<file path="config.mk">
export PLATFORM = sky130hd
export DESIGN_NAME = hrv_time_domain_window_core_flat
export DESIGN_NICKNAME = d
export VERILOG_FILES = /design/src/design/hrvtd_pkg.sv /design/src/design/hrvtd_if.sv /design/src/design/hrvtd_window.sv /design/src/design/hrvtd_div.sv /design/src/design/hrvtd_sqrt.sv /design/src/design/hrv_time_domain_window_core.sv /design/src/flat_wrapper.sv
export SDC_FILE = /design/constraint.sdc
export NUM_CORES = 2
export LEC_CHECK = 0
export ABC_AREA = 1
export BUFFER_PORTS_ARGS = -buffer_cell sky130_fd_sc_hd__clkbuf_2
export CAP_MARGIN = 5
export CORE_AREA = 2 2 299 301
export DETAILED_ROUTE_END_ITERATION = 12
export DIE_AREA = 0 0 301 303
export PLACE_DENSITY_LB_ADDON = 0.08
export SLEW_MARGIN = 20
export SYNTH_ARGS = -nofsm -noshare
export SYNTH_HDL_FRONTEND = slang
export SYNTH_SLANG_ARGS = --single-unit
export TNS_END_PERCENT = 1
</file>
<file path="constraint.sdc">
create_clock -name clock -period 16.8 [get_ports clock]
set_input_delay 1.68 -clock clock [delete_from_list [all_inputs] [get_ports clock]]
set_output_delay 1.68 -clock clock [all_outputs]
set_load 0.1 [all_outputs]
</file>
<file path="src/design/hrvtd_pkg.sv">
// Shared widths, constants and types of the HRV time-domain window block.
`default_nettype none
package hrvtd_pkg;
   localparam int RR_W          = 12;
   localparam int Q4_W          = 16;
   localparam int CNT_W         = 5;
   localparam logic [RR_W-1:0]  THRESH_RESET = 12'd50;
   localparam logic [RR_W-1:0]  RR_MAX       = 12'hFFF;
   localparam logic [CNT_W-1:0] COUNT_MAX    = 5'd31;

   typedef struct packed {
      logic [RR_W-1:0]  max_rr;
      logic [RR_W-1:0]  min_rr;
      logic [CNT_W-1:0] pnn50_count;
   } hrvtd_stat_type;
endpackage
`default_nettype wire

</file>
<file path="src/design/hrvtd_if.sv">
// Valid/ready channel interfaces for interval beats and statistics beats.
`default_nettype none
interface hrvtd_req_if;
   logic                        valid;
   logic                        ready;
   logic [hrvtd_pkg::RR_W-1:0]  rr_interval;
   modport source (output valid, output rr_interval, input ready);
   modport sink   (input valid, input rr_interval, output ready);
endinterface

interface hrvtd_rsp_if;
   logic                         valid;
   logic                         ready;
   logic                         ready_res;
   logic [hrvtd_pkg::RR_W-1:0]   max_rr;
   logic [hrvtd_pkg::RR_W-1:0]   min_rr;
   logic [hrvtd_pkg::Q4_W-1:0]   mean_rr_q4;
   logic [hrvtd_pkg::Q4_W-1:0]   sdnn_q4;
   logic [hrvtd_pkg::Q4_W-1:0]   rmssd_q4;
   logic [hrvtd_pkg::CNT_W-1:0]  pnn50_count;
   modport source (output valid, output ready_res, output max_rr, output min_rr,
                   output mean_rr_q4, output sdnn_q4, output rmssd_q4,
                   output pnn50_count, input ready);
   modport sink   (input valid, input ready_res, input max_rr, input min_rr,
                   input mean_rr_q4, input sdnn_q4, input rmssd_q4,
                   input pnn50_count, output ready);
endinterface
`default_nettype wire

</file>
<file path="src/design/hrvtd_window.sv">
// Interval store with serial walk that accumulates window sums, extremes and the pNN50 count.
`default_nettype none
module hrvtd_window #(
   parameter int N  = 32,
   parameter int LW = 6,
   parameter int SW = 18,
   parameter int QW = 30
) (
   input  wire logic                          clock,
   input  wire logic                          reset,
   input  wire logic                          wr_en,
   input  wire logic [hrvtd_pkg::RR_W-1:0]    wr_data,
   input  wire logic [hrvtd_pkg::RR_W-1:0]    thresh,
   input  wire logic                          start,
   output      logic                          full,
   output      logic                          done,
   output      logic [SW-1:0]                 sum,
   output      logic [QW-1:0]                 sumsq,
   output      logic [QW-1:0]                 dsq,
   output      hrvtd_pkg::hrvtd_stat_type     stat
);
   localparam int AW = $clog2(N);
   localparam int RW = hrvtd_pkg::RR_W;

   logic [RW-1:0] mem [N];
   logic [RW-1:0] rd_data_ff, prev_ff;
   logic [AW-1:0] wpos_ff, rd_ptr_ff;
   logic [LW-1:0] fill_ff, left_ff;
   logic          issue_ff, last_ff, first_ff, done_ff;
   logic [SW-1:0] sum_ff;
   logic [QW-1:0] sumsq_ff, dsq_ff;
   hrvtd_pkg::hrvtd_stat_type stat_ff;
   logic [RW-1:0] diff;
   logic [2*RW-1:0] vsq, dsqr;

   always_ff @(posedge clock) begin
      if (wr_en) begin
         mem[wpos_ff] <= wr_data;
      end
      rd_data_ff <= mem[rd_ptr_ff];
   end

   always_comb begin
      diff = (rd_data_ff > prev_ff) ? rd_data_ff - prev_ff : prev_ff - rd_data_ff;
      vsq  = rd_data_ff * rd_data_ff;
      dsqr = diff * diff;
   end

   always_ff @(posedge clock) begin
      if (reset) begin
         wpos_ff  <= '0;
         fill_ff  <= '0;
         left_ff  <= '0;
         issue_ff <= 1'b0;
         last_ff  <= 1'b0;
         first_ff <= 1'b0;
         done_ff  <= 1'b0;
         rd_ptr_ff <= '0;
      end else begin
         done_ff <= issue_ff && last_ff;
         if (wr_en) begin
            wpos_ff <= (wpos_ff == AW'(N-1)) ? '0 : wpos_ff + 1'b1;
            if (fill_ff != LW'(N)) begin
               fill_ff <= fill_ff + 1'b1;
            end
         end
         if (start) begin
            rd_ptr_ff <= wpos_ff;
            left_ff   <= LW'(N);
            first_ff  <= 1'b1;
            issue_ff  <= 1'b0;
            last_ff   <= 1'b0;
         end else begin
            issue_ff <= (left_ff != '0);
            last_ff  <= (left_ff == LW'(1));
            if (left_ff != '0) begin
               rd_ptr_ff <= (rd_ptr_ff == AW'(N-1)) ? '0 : rd_ptr_ff + 1'b1;
               left_ff   <= left_ff - 1'b1;
            end
            if (issue_ff) begin
               first_ff <= 1'b0;
            end
         end
      end
   end

   always_ff @(posedge clock) begin
      if (start) begin
         sum_ff   <= '0;
         sumsq_ff <= '0;
         dsq_ff   <= '0;
         stat_ff.max_rr      <= '0;
         stat_ff.min_rr      <= hrvtd_pkg::RR_MAX;
         stat_ff.pnn50_count <= '0;
      end else if (issue_ff) begin
         prev_ff  <= rd_data_ff;
         sum_ff   <= sum_ff + SW'(rd_data_ff);
         sumsq_ff <= sumsq_ff + QW'(vsq);
         if (rd_data_ff > stat_ff.max_rr) begin
            stat_ff.max_rr <= rd_data_ff;
         end
         if (rd_data_ff < stat_ff.min_rr) begin
            stat_ff.min_rr <= rd_data_ff;
         end
         if (!first_ff) begin
            dsq_ff <= dsq_ff + QW'(dsqr);
            if (diff > thresh && stat_ff.pnn50_count < hrvtd_pkg::COUNT_MAX) begin
               stat_ff.pnn50_count <= stat_ff.pnn50_count + 1'b1;
            end
         end
      end
   end

   assign full  = (fill_ff == LW'(N));
   assign done  = done_ff;
   assign sum   = sum_ff;
   assign sumsq = sumsq_ff;
   assign dsq   = dsq_ff;
   assign stat  = stat_ff;
endmodule
`default_nettype wire

</file>
<file path="src/design/hrvtd_div.sv">
// Restoring divider, one quotient bit per cycle.
`default_nettype none
module hrvtd_div #(
   parameter int DW = 40,
   parameter int VW = 12
) (
   input  wire logic          clock,
   input  wire logic          reset,
   input  wire logic          start,
   input  wire logic [DW-1:0] dividend,
   input  wire logic [VW-1:0] divisor,
   output      logic          done,
   output      logic [DW-1:0] quotient
);
   localparam int CW = $clog2(DW+1);

   logic [DW-1:0] q_ff;
   logic [VW-1:0] rem_ff, dvs_ff;
   logic [CW-1:0] cnt_ff;
   logic          done_ff;
   logic [VW:0]   rem_sh;
   logic          qbit;

   always_comb begin
      rem_sh = {rem_ff, q_ff[DW-1]};
      qbit   = (rem_sh >= {1'b0, dvs_ff});
   end

   always_ff @(posedge clock) begin
      if (reset) begin
         cnt_ff  <= '0;
         done_ff <= 1'b0;
      end else begin
         done_ff <= (cnt_ff == CW'(1));
         if (start) begin
            cnt_ff <= CW'(DW);
         end else if (cnt_ff != '0) begin
            cnt_ff <= cnt_ff - 1'b1;
         end
      end
   end

   always_ff @(posedge clock) begin
      if (start) begin
         q_ff   <= dividend;
         dvs_ff <= divisor;
         rem_ff <= '0;
      end else if (cnt_ff != '0) begin
         rem_ff <= qbit ? VW'(rem_sh - {1'b0, dvs_ff}) : VW'(rem_sh);
         q_ff   <= {q_ff[DW-2:0], qbit};
      end
   end

   assign done     = done_ff;
   assign quotient = q_ff;
endmodule
`default_nettype wire

</file>
<file path="src/design/hrvtd_sqrt.sv">
// Floor square root, one root bit per cycle.
`default_nettype none
module hrvtd_sqrt #(
   parameter int IW = 40
) (
   input  wire logic            clock,
   input  wire logic            reset,
   input  wire logic            start,
   input  wire logic [IW-1:0]   value,
   output      logic            done,
   output      logic [IW/2-1:0] root
);
   localparam int RW = IW / 2;
   localparam int CW = $clog2(RW+1);

   logic [IW-1:0] val_ff;
   logic [RW-1:0] root_ff;
   logic [RW:0]   rem_ff;
   logic [CW-1:0] cnt_ff;
   logic          done_ff;
   logic [RW+2:0] rem_sh, trial;
   logic          fit;

   always_comb begin
      rem_sh = {rem_ff, val_ff[IW-1:IW-2]};
      trial  = {1'b0, root_ff, 2'b01};
      fit    = (rem_sh >= trial);
   end

   always_ff @(posedge clock) begin
      if (reset) begin
         cnt_ff  <= '0;
         done_ff <= 1'b0;
      end else begin
         done_ff <= (cnt_ff == CW'(1));
         if (start) begin
            cnt_ff <= CW'(RW);
         end else if (cnt_ff != '0) begin
            cnt_ff <= cnt_ff - 1'b1;
         end
      end
   end

   always_ff @(posedge clock) begin
      if (start) begin
         val_ff  <= value;
         root_ff <= '0;
         rem_ff  <= '0;
      end else if (cnt_ff != '0) begin
         val_ff  <= {val_ff[IW-3:0], 2'b00};
         rem_ff  <= fit ? (RW+1)'(rem_sh - trial) : (RW+1)'(rem_sh);
         root_ff <= {root_ff[RW-2:0], fit};
      end
   end

   assign done = done_ff;
   assign root = root_ff;
endmodule
`default_nettype wire

</file>
<file path="src/design/hrv_time_domain_window_core.sv">
// HRV time-domain window statistics core (top level).
// Usage:
//   req_bus carries one RR interval (ms) per beat; rsp_bus returns exactly one
//   statistics beat per request beat. csr_wr_en/csr_wr_data set the pNN50
//   difference threshold (reset 50 ms); write it only while the core is idle.
//   Until WINDOW_SIZE intervals have been seen, ready_res and all stats are 0;
//   that result goes from the fill check straight to the output register.
//   With a full window the core walks the store one entry a cycle, then
//   runs a shared bit-serial divider three times (D, the dividend width, is
//   50 at N=256 and 44 at N=32) and a bit-serial square root twice, with a
//   root D/2 bits wide; the result then goes to the output register.
//   One item is processed at a time; req_bus.ready is high only when idle.
//   A finished result sits in the output register while the next request
//   is taken; if rsp_bus stalls, the next result waits until it is taken.
//   Reset clears the fill count, write position and valid flags, sets the
//   threshold to 50 ms; store contents are not cleared, only read once written.
`default_nettype none
module hrv_time_domain_window_core #(
   parameter int WINDOW_SIZE = 32
) (
   input  wire logic                        clock,
   input  wire logic                        reset,
   hrvtd_req_if.sink                        req_bus,
   hrvtd_rsp_if.source                      rsp_bus,
   input  wire logic                        csr_wr_en,
   input  wire logic [hrvtd_pkg::RR_W-1:0]  csr_wr_data
);
   localparam int N    = WINDOW_SIZE;
   localparam int LW   = $clog2(N+1);
   localparam int SW   = hrvtd_pkg::RR_W + LW;
   localparam int QW   = 2*hrvtd_pkg::RR_W + LW;
   localparam int NUMW = QW + LW;
   localparam int DVW  = NUMW + 8;
   localparam int VW   = 2*LW;
   localparam int IW   = DVW + (DVW % 2);
   localparam int Q4   = hrvtd_pkg::Q4_W;

   localparam logic [3:0] S_IDLE  = 4'd0;
   localparam logic [3:0] S_CHECK = 4'd1;
   localparam logic [3:0] S_WALK  = 4'd2;
   localparam logic [3:0] S_MEAN  = 4'd3;
   localparam logic [3:0] S_SDDIV = 4'd4;
   localparam logic [3:0] S_SDSQ  = 4'd5;
   localparam logic [3:0] S_RMDIV = 4'd6;
   localparam logic [3:0] S_RMSQ  = 4'd7;
   localparam logic [3:0] S_OUT   = 4'd8;

   logic [3:0]               state_ff, state_in;
   logic [hrvtd_pkg::RR_W-1:0] thresh_ff;
   logic                     req_fire, full, walk_start, walk_done;
   logic [SW-1:0]            sum;
   logic [QW-1:0]            sumsq, dsq;
   hrvtd_pkg::hrvtd_stat_type stat;
   logic [NUMW-1:0]          num_ff;
   logic                     ok_ff, ok_in;
   logic [Q4-1:0]            mean_ff, sdnn_ff, rmssd_ff;
   logic                     div_start, div_done, sq_start, sq_done;
   logic [DVW-1:0]           div_dividend, quotient;
   logic [VW-1:0]            div_divisor;
   logic [IW/2-1:0]          root;
   logic                     rsp_valid_ff, load;

   assign req_fire      = req_bus.valid && req_bus.ready;
   assign req_bus.ready = (state_ff == S_IDLE);

   always_ff @(posedge clock) begin
      if (reset) begin
         thresh_ff <= hrvtd_pkg::THRESH_RESET;
      end else if (csr_wr_en) begin
         thresh_ff <= csr_wr_data;
      end
   end

   hrvtd_window #(.N(N), .LW(LW), .SW(SW), .QW(QW)) u_window (
      .clock   (clock),
      .reset   (reset),
      .wr_en   (req_fire),
      .wr_data (req_bus.rr_interval),
      .thresh  (thresh_ff),
      .start   (walk_start),
      .full    (full),
      .done    (walk_done),
      .sum     (sum),
      .sumsq   (sumsq),
      .dsq     (dsq),
      .stat    (stat)
   );

   hrvtd_div #(.DW(DVW), .VW(VW)) u_div (
      .clock    (clock),
      .reset    (reset),
      .start    (div_start),
      .dividend (div_dividend),
      .divisor  (div_divisor),
      .done     (div_done),
      .quotient (quotient)
   );

   hrvtd_sqrt #(.IW(IW)) u_sqrt (
      .clock (clock),
      .reset (reset),
      .start (sq_start),
      .value (IW'(quotient)),
      .done  (sq_done),
      .root  (root)
   );

   always_ff @(posedge clock) begin
      num_ff <= NUMW'(sumsq) * NUMW'(N) - NUMW'(sum) * NUMW'(sum);
   end

   assign load = (state_ff == S_OUT) && (!rsp_valid_ff || rsp_bus.ready);

   always_comb begin
      state_in     = state_ff;
      ok_in        = ok_ff;
      walk_start   = 1'b0;
      div_start    = 1'b0;
      sq_start     = 1'b0;
      div_dividend = DVW'(sum) << 4;
      div_divisor  = VW'(N);
      unique case (state_ff)
         S_IDLE: begin
            if (req_fire) begin
               state_in = S_CHECK;
            end
         end
         S_CHECK: begin
            ok_in = full;
            if (full) begin
               walk_start = 1'b1;
               state_in   = S_WALK;
            end else begin
               state_in = S_OUT;
            end
         end
         S_WALK: begin
            if (walk_done) begin
               div_start = 1'b1;
               state_in  = S_MEAN;
            end
         end
         S_MEAN: begin
            div_dividend = DVW'(num_ff) << 8;
            div_divisor  = VW'(N * N);
            if (div_done) begin
               div_start = 1'b1;
               state_in  = S_SDDIV;
            end
         end
         S_SDDIV: begin
            if (div_done) begin
               sq_start = 1'b1;
               state_in = S_SDSQ;
            end
         end
         S_SDSQ: begin
            div_dividend = DVW'(dsq) << 8;
            div_divisor  = VW'(N - 1);
            if (sq_done) begin
               div_start = 1'b1;
               state_in  = S_RMDIV;
            end
         end
         S_RMDIV: begin
            if (div_done) begin
               sq_start = 1'b1;
               state_in = S_RMSQ;
            end
         end
         S_RMSQ: begin
            if (sq_done) begin
               state_in = S_OUT;
            end
         end
         S_OUT: begin
            if (load) begin
               state_in = S_IDLE;
            end
         end
         default: begin
            state_in = S_IDLE;
         end
      endcase
   end

   always_ff @(posedge clock) begin
      if (reset) begin
         state_ff     <= S_IDLE;
         ok_ff        <= 1'b0;
         rsp_valid_ff <= 1'b0;
      end else begin
         state_ff <= state_in;
         ok_ff    <= ok_in;
         if (load) begin
            rsp_valid_ff <= 1'b1;
         end else if (rsp_bus.ready) begin
            rsp_valid_ff <= 1'b0;
         end
      end
   end

   always_ff @(posedge clock) begin
      if (state_ff == S_MEAN && div_done) begin
         mean_ff <= quotient[Q4-1:0];
      end
      if (state_ff == S_SDSQ && sq_done) begin
         sdnn_ff <= root[Q4-1:0];
      end
      if (state_ff == S_RMSQ && sq_done) begin
         rmssd_ff <= root[Q4-1:0];
      end
      if (load) begin
         rsp_bus.ready_res   <= ok_ff;
         rsp_bus.max_rr      <= ok_ff ? stat.max_rr : '0;
         rsp_bus.min_rr      <= ok_ff ? stat.min_rr : '0;
         rsp_bus.pnn50_count <= ok_ff ? stat.pnn50_count : '0;
         rsp_bus.mean_rr_q4  <= ok_ff ? mean_ff : '0;
         rsp_bus.sdnn_q4     <= ok_ff ? sdnn_ff : '0;
         rsp_bus.rmssd_q4    <= ok_ff ? rmssd_ff : '0;
      end
   end

   assign rsp_bus.valid = rsp_valid_ff;
endmodule
`default_nettype wire
</file>
<file path="src/flat_wrapper.sv">
// flat-port wrapper written by rule: the top's interface ports become plain ports
module hrv_time_domain_window_core_flat 
#(
   parameter int WINDOW_SIZE = 32
)
  (clock, reset, csr_wr_en, csr_wr_data, req_bus_valid, req_bus_rr_interval, req_bus_ready, rsp_bus_valid, rsp_bus_ready_res, rsp_bus_max_rr, rsp_bus_min_rr, rsp_bus_mean_rr_q4, rsp_bus_sdnn_q4, rsp_bus_rmssd_q4, rsp_bus_pnn50_count, rsp_bus_ready);
  hrvtd_req_if req_bus_i ();
  hrvtd_rsp_if rsp_bus_i ();
  input  wire logic clock;
  input  wire logic reset;
  input  wire logic csr_wr_en;
  input  wire logic [hrvtd_pkg::RR_W-1:0] csr_wr_data;
  input wire logic [$bits(req_bus_i.valid)-1:0] req_bus_valid;
  input wire logic [$bits(req_bus_i.rr_interval)-1:0] req_bus_rr_interval;
  output wire logic [$bits(req_bus_i.ready)-1:0] req_bus_ready;
  output wire logic [$bits(rsp_bus_i.valid)-1:0] rsp_bus_valid;
  output wire logic [$bits(rsp_bus_i.ready_res)-1:0] rsp_bus_ready_res;
  output wire logic [$bits(rsp_bus_i.max_rr)-1:0] rsp_bus_max_rr;
  output wire logic [$bits(rsp_bus_i.min_rr)-1:0] rsp_bus_min_rr;
  output wire logic [$bits(rsp_bus_i.mean_rr_q4)-1:0] rsp_bus_mean_rr_q4;
  output wire logic [$bits(rsp_bus_i.sdnn_q4)-1:0] rsp_bus_sdnn_q4;
  output wire logic [$bits(rsp_bus_i.rmssd_q4)-1:0] rsp_bus_rmssd_q4;
  output wire logic [$bits(rsp_bus_i.pnn50_count)-1:0] rsp_bus_pnn50_count;
  input wire logic [$bits(rsp_bus_i.ready)-1:0] rsp_bus_ready;
  assign req_bus_i.valid = req_bus_valid;
  assign req_bus_i.rr_interval = req_bus_rr_interval;
  assign req_bus_ready = req_bus_i.ready;
  assign rsp_bus_valid = rsp_bus_i.valid;
  assign rsp_bus_ready_res = rsp_bus_i.ready_res;
  assign rsp_bus_max_rr = rsp_bus_i.max_rr;
  assign rsp_bus_min_rr = rsp_bus_i.min_rr;
  assign rsp_bus_mean_rr_q4 = rsp_bus_i.mean_rr_q4;
  assign rsp_bus_sdnn_q4 = rsp_bus_i.sdnn_q4;
  assign rsp_bus_rmssd_q4 = rsp_bus_i.rmssd_q4;
  assign rsp_bus_pnn50_count = rsp_bus_i.pnn50_count;
  assign rsp_bus_i.ready = rsp_bus_ready;
  hrv_time_domain_window_core #(.WINDOW_SIZE(WINDOW_SIZE)) u_core (.clock(clock), .reset(reset), .req_bus(req_bus_i), .rsp_bus(rsp_bus_i), .csr_wr_en(csr_wr_en), .csr_wr_data(csr_wr_data));
endmodule
</file>
==> out/results.ini <==
[logic_synthesis]
yosys_most_used_dff = sky130_fd_sc_hd__edfxtp_1
synth_cells = 6556
syn_avg_cell_area_sq_um = 9.036
synth.yosys.seq_area_share_pct = 40.13
mappedNetlistArea_sq_um = 59240
synth_async_sr_flop_share_pct = 0
post_synth_and_or_nand_nor_area_fraction_pct = 15.22
largest_family_of_logic_cells_by_synthesized_area = adder cells
synth_compound_area_share_pct = 9.507
synth_fa_ha_area_share_pct = 23.33
synth_cell_types = 55
synthXorXnorAreaFrac_pct = 1.743
synth_seq_cells = 881
synthMuxAreaShare_pct = 0
synthesized_nets = 7414
synth_enable_flop_cells = 613
synthesis.yosys.warnings = 0

[route]
detail_route.wirelength_um = 152900
drc = 0
drt_first_iter_violations = 4390
antenna_left = 0
routed_wire_length_per_instance_um = 19.49
viasPerCell = 5.717
routed-via-count = 44850
drtPass1Iterations = 7

[grt]
grt_overflow = 0
grt_max_degree = 117
global_route_usage_over_all_layers_pct = 34.11
antenna_found_initial = 2
grt_first_pass_wirelength_um = 240800
grt_pass1_vias = 44190

[timing]
post-route-period-util_pct = 46.60
hold_slack_ns = 0.4470
finalSetupViolCount = 0
achievable-frequency_ghz = 0.1277
final.setup_skew_ns = 0.01900
max-slew-margin-rel_pct = 21.35
period_minus_slack_ns = 7.828
setup_tns_final_ns = 0
grt_setup_unrepaired = false
max_slew.worst_pin.slew_ns = 1.178
hold_viol_final = 0
final_max_slew_viol_count = 0

[clock_network]
clock_latency_ns = 0.68
clk_path_buf_depth = 3
cts-hold-fix-buffers = 0
cts.reportedPaths.clkPinSlew_ns = 0.06
cts_resized = 0
cts.htree.levels = 3
clock_tree_root_driver_cell = sky130_fd_sc_hd__clkbuf_16
numClockSinks = 881
cts-buffers-inserted = 94
post_cts.repair.setup_buffers = 0
clock_tree_from_tritoncts = built

[place]
detailedPlacementHpwl_um = 111500
place_area_sq_um = 60770
gp_congestion = 0.9390
port_buffers = 108

[worst_hold_path]
worst_hold_path_type = register to register

[critical_path]
timing.setup.critical_path_class = register to register
setup.worst_path.start_class = register
crit_buf_inv = 8
timing.critical_path.max_delay_family = adder cells
setup.worst_path.end_class = register
critPathArrivalTime_ns = 8.40
critPathMaxFanout = 19
cpMaxStageDelayCell = sky130_fd_sc_hd__dfxtp_1
crit_path_max_incr_delay_ns = 0.88
worstPathRequired_ns = 17.37
critical_path.most_common_cell = sky130_fd_sc_hd__nand2_1

[status]
run_status = finished clean

[cells_and_area]
layout.cells.most_common_list = sky130_fd_sc_hd__inv_1 (1300), sky130_fd_sc_hd__nand2_1 (1196), sky130_fd_sc_hd__edfxtp_1 (613), sky130_fd_sc_hd__nor2_1 (518), sky130_fd_sc_hd__o21ai_0 (477)
fill_cells = 6718
nets = 7458
ratio_of_cells_with_drive_above_1_in_the_final_layout_pct = 6.377
n_antenna_cell = 0
stdcell_area_sq_um = 64000
layout.cells.most_common = sky130_fd_sc_hd__inv_1
syn2layout_area_growth_pct = 8.039
area_occupied_by_registers_sq_um = 23780
total_area_of_multi_input_combinational_cells_sq_um = 29570

[floorplanning]
core_area_sq_um = 87970
initial_utilization_pct = 67.34
design.portCount = 109
floorplan_die_area_sq_um = 91200
cell_rows = 109
die_x_um = 301
die_height_um = 303

[run]
max_cap_check_violation_count = 0

[routing by layer]
metal	share of wire [%]	GRT usage, %	wire length [um]
met4	3.7	12.08	5721
met3	8.2	4.898	12600
met5	0	0	0
met2	46	55.23	70810
met1	42	47.50	63740
[cells in the mapped netlist (6+ instances only)]
cell	n	area (sq um)
sky130_fd_sc_hd__nand2_4	11	123.9
sky130_fd_sc_hd__fa_1	459	9189
sky130_fd_sc_hd__buf_1	15	56.30
sky130_fd_sc_hd__nor4_1	6	37.54
sky130_fd_sc_hd__a21oi_1	299	1496
sky130_fd_sc_hd__buf_6	7	78.83
sky130_fd_sc_hd__xnor2_1	44	385.4
sky130_fd_sc_hd__nand4_1	66	412.9
sky130_fd_sc_hd__a21o_1	15	112.6
sky130_fd_sc_hd__clkbuf_1	154	578.1
sky130_fd_sc_hd__nand3_1	229	1146
sky130_fd_sc_hd__or2_2	15	93.84
sky130_fd_sc_hd__a211oi_1	7	52.55
sky130_fd_sc_hd__o221ai_1	45	394.1
sky130_fd_sc_hd__a21boi_0	7	52.55
sky130_fd_sc_hd__dfxtp_1	268	5365
sky130_fd_sc_hd__o211ai_1	23	172.7
sky130_fd_sc_hd__o21bai_1	17	127.6
sky130_fd_sc_hd__nand2_2	8	50.05
sky130_fd_sc_hd__a31oi_1	16	100.1
sky130_fd_sc_hd__o21a_1	9	67.56
sky130_fd_sc_hd__buf_4	7	52.55
sky130_fd_sc_hd__nor2_1	536	2012
sky130_fd_sc_hd__edfxtp_1	613	18410
sky130_fd_sc_hd__nor2_2	8	50.05
sky130_fd_sc_hd__xor2_1	72	630.6
sky130_fd_sc_hd__o22ai_1	69	431.7
sky130_fd_sc_hd__ha_1	370	4629
sky130_fd_sc_hd__o21ai_1	27	135.1
sky130_fd_sc_hd__o21ai_0	477	2387
sky130_fd_sc_hd__nor2_4	14	157.7
sky130_fd_sc_hd__nor3_1	45	225.2
sky130_fd_sc_hd__inv_1	1303	4891
sky130_fd_sc_hd__buf_2	35	175.2
sky130_fd_sc_hd__nand2_1	1198	4497
sky130_fd_sc_hd__inv_2	22	82.58
[flip-flops by register name (all words and copies together), names as in the netlist, 18 cells and up]
signal	cells
u_core.u_div.quotient	44
u_core.u_window.mem	384
u_core.u_window.sumsq	30
u_core.u_sqrt.rem_ff	23
u_core.u_window.dsq	30
u_core.u_window.stat	29
u_core.u_window.sum	18
u_core.u_sqrt.val_ff	44
u_core.num_ff	35
u_core.u_sqrt.root	22
[worst paths after layout]
path	start	to	slack (ns)	cells after the start
min	u_core.u_window.last_ff	u_core.u_window.done	0.45	2
max reg2reg	u_core.u_window.rd_data_ff[1]	u_core.u_window.dsq[24]	8.97	30
max	u_core.u_window.rd_data_ff[1]	u_core.u_window.dsq[24]	8.97	30
min reg2reg	u_core.u_window.last_ff	u_core.u_window.done	0.45	2
[through the flow]
stage | worst slack (ns) | utilization [%] | instances
floorplan | 10.24 | - | 6556
global placement | 9.109 | 69.07 | 7669
detailed placement | 9.080 | 69.08 | 7669
CTS | 9.065 | 72.70 | 7845
global route | 8.400 | 72.76 | 7845
finish | 8.972 | 72.76 | 7845
[cell type report]
cell class              instances  area share, %
flip-flops and latches        881          37.15
clock buffers                 131          4.039
inverters                    1331          7.822
repair buffers                168          1.554
clock inverters                45         0.9423
multi-input cells            4124          46.21
well taps                    1165          2.278
[cells by family after synthesis]
family          after synthesis
simple gates               2155
buf+inv                    1551
compound gates             1023
flops                       881
fa+ha+maj                   829
xor+xnor                    117
[worst register-to-register path, delay by kind of cell (launching register included)]
family | cells | cell delay, ns
buf+inv | 8 | 1.01
compound gates | 3 | 0.83
flops | 1 | 0.88
simple gates | 12 | 1.66
fa+ha+maj | 7 | 3.38
Power is not shown: default switching activity piles up to over one toggle a cycle in this logic, so the estimate is an artifact.
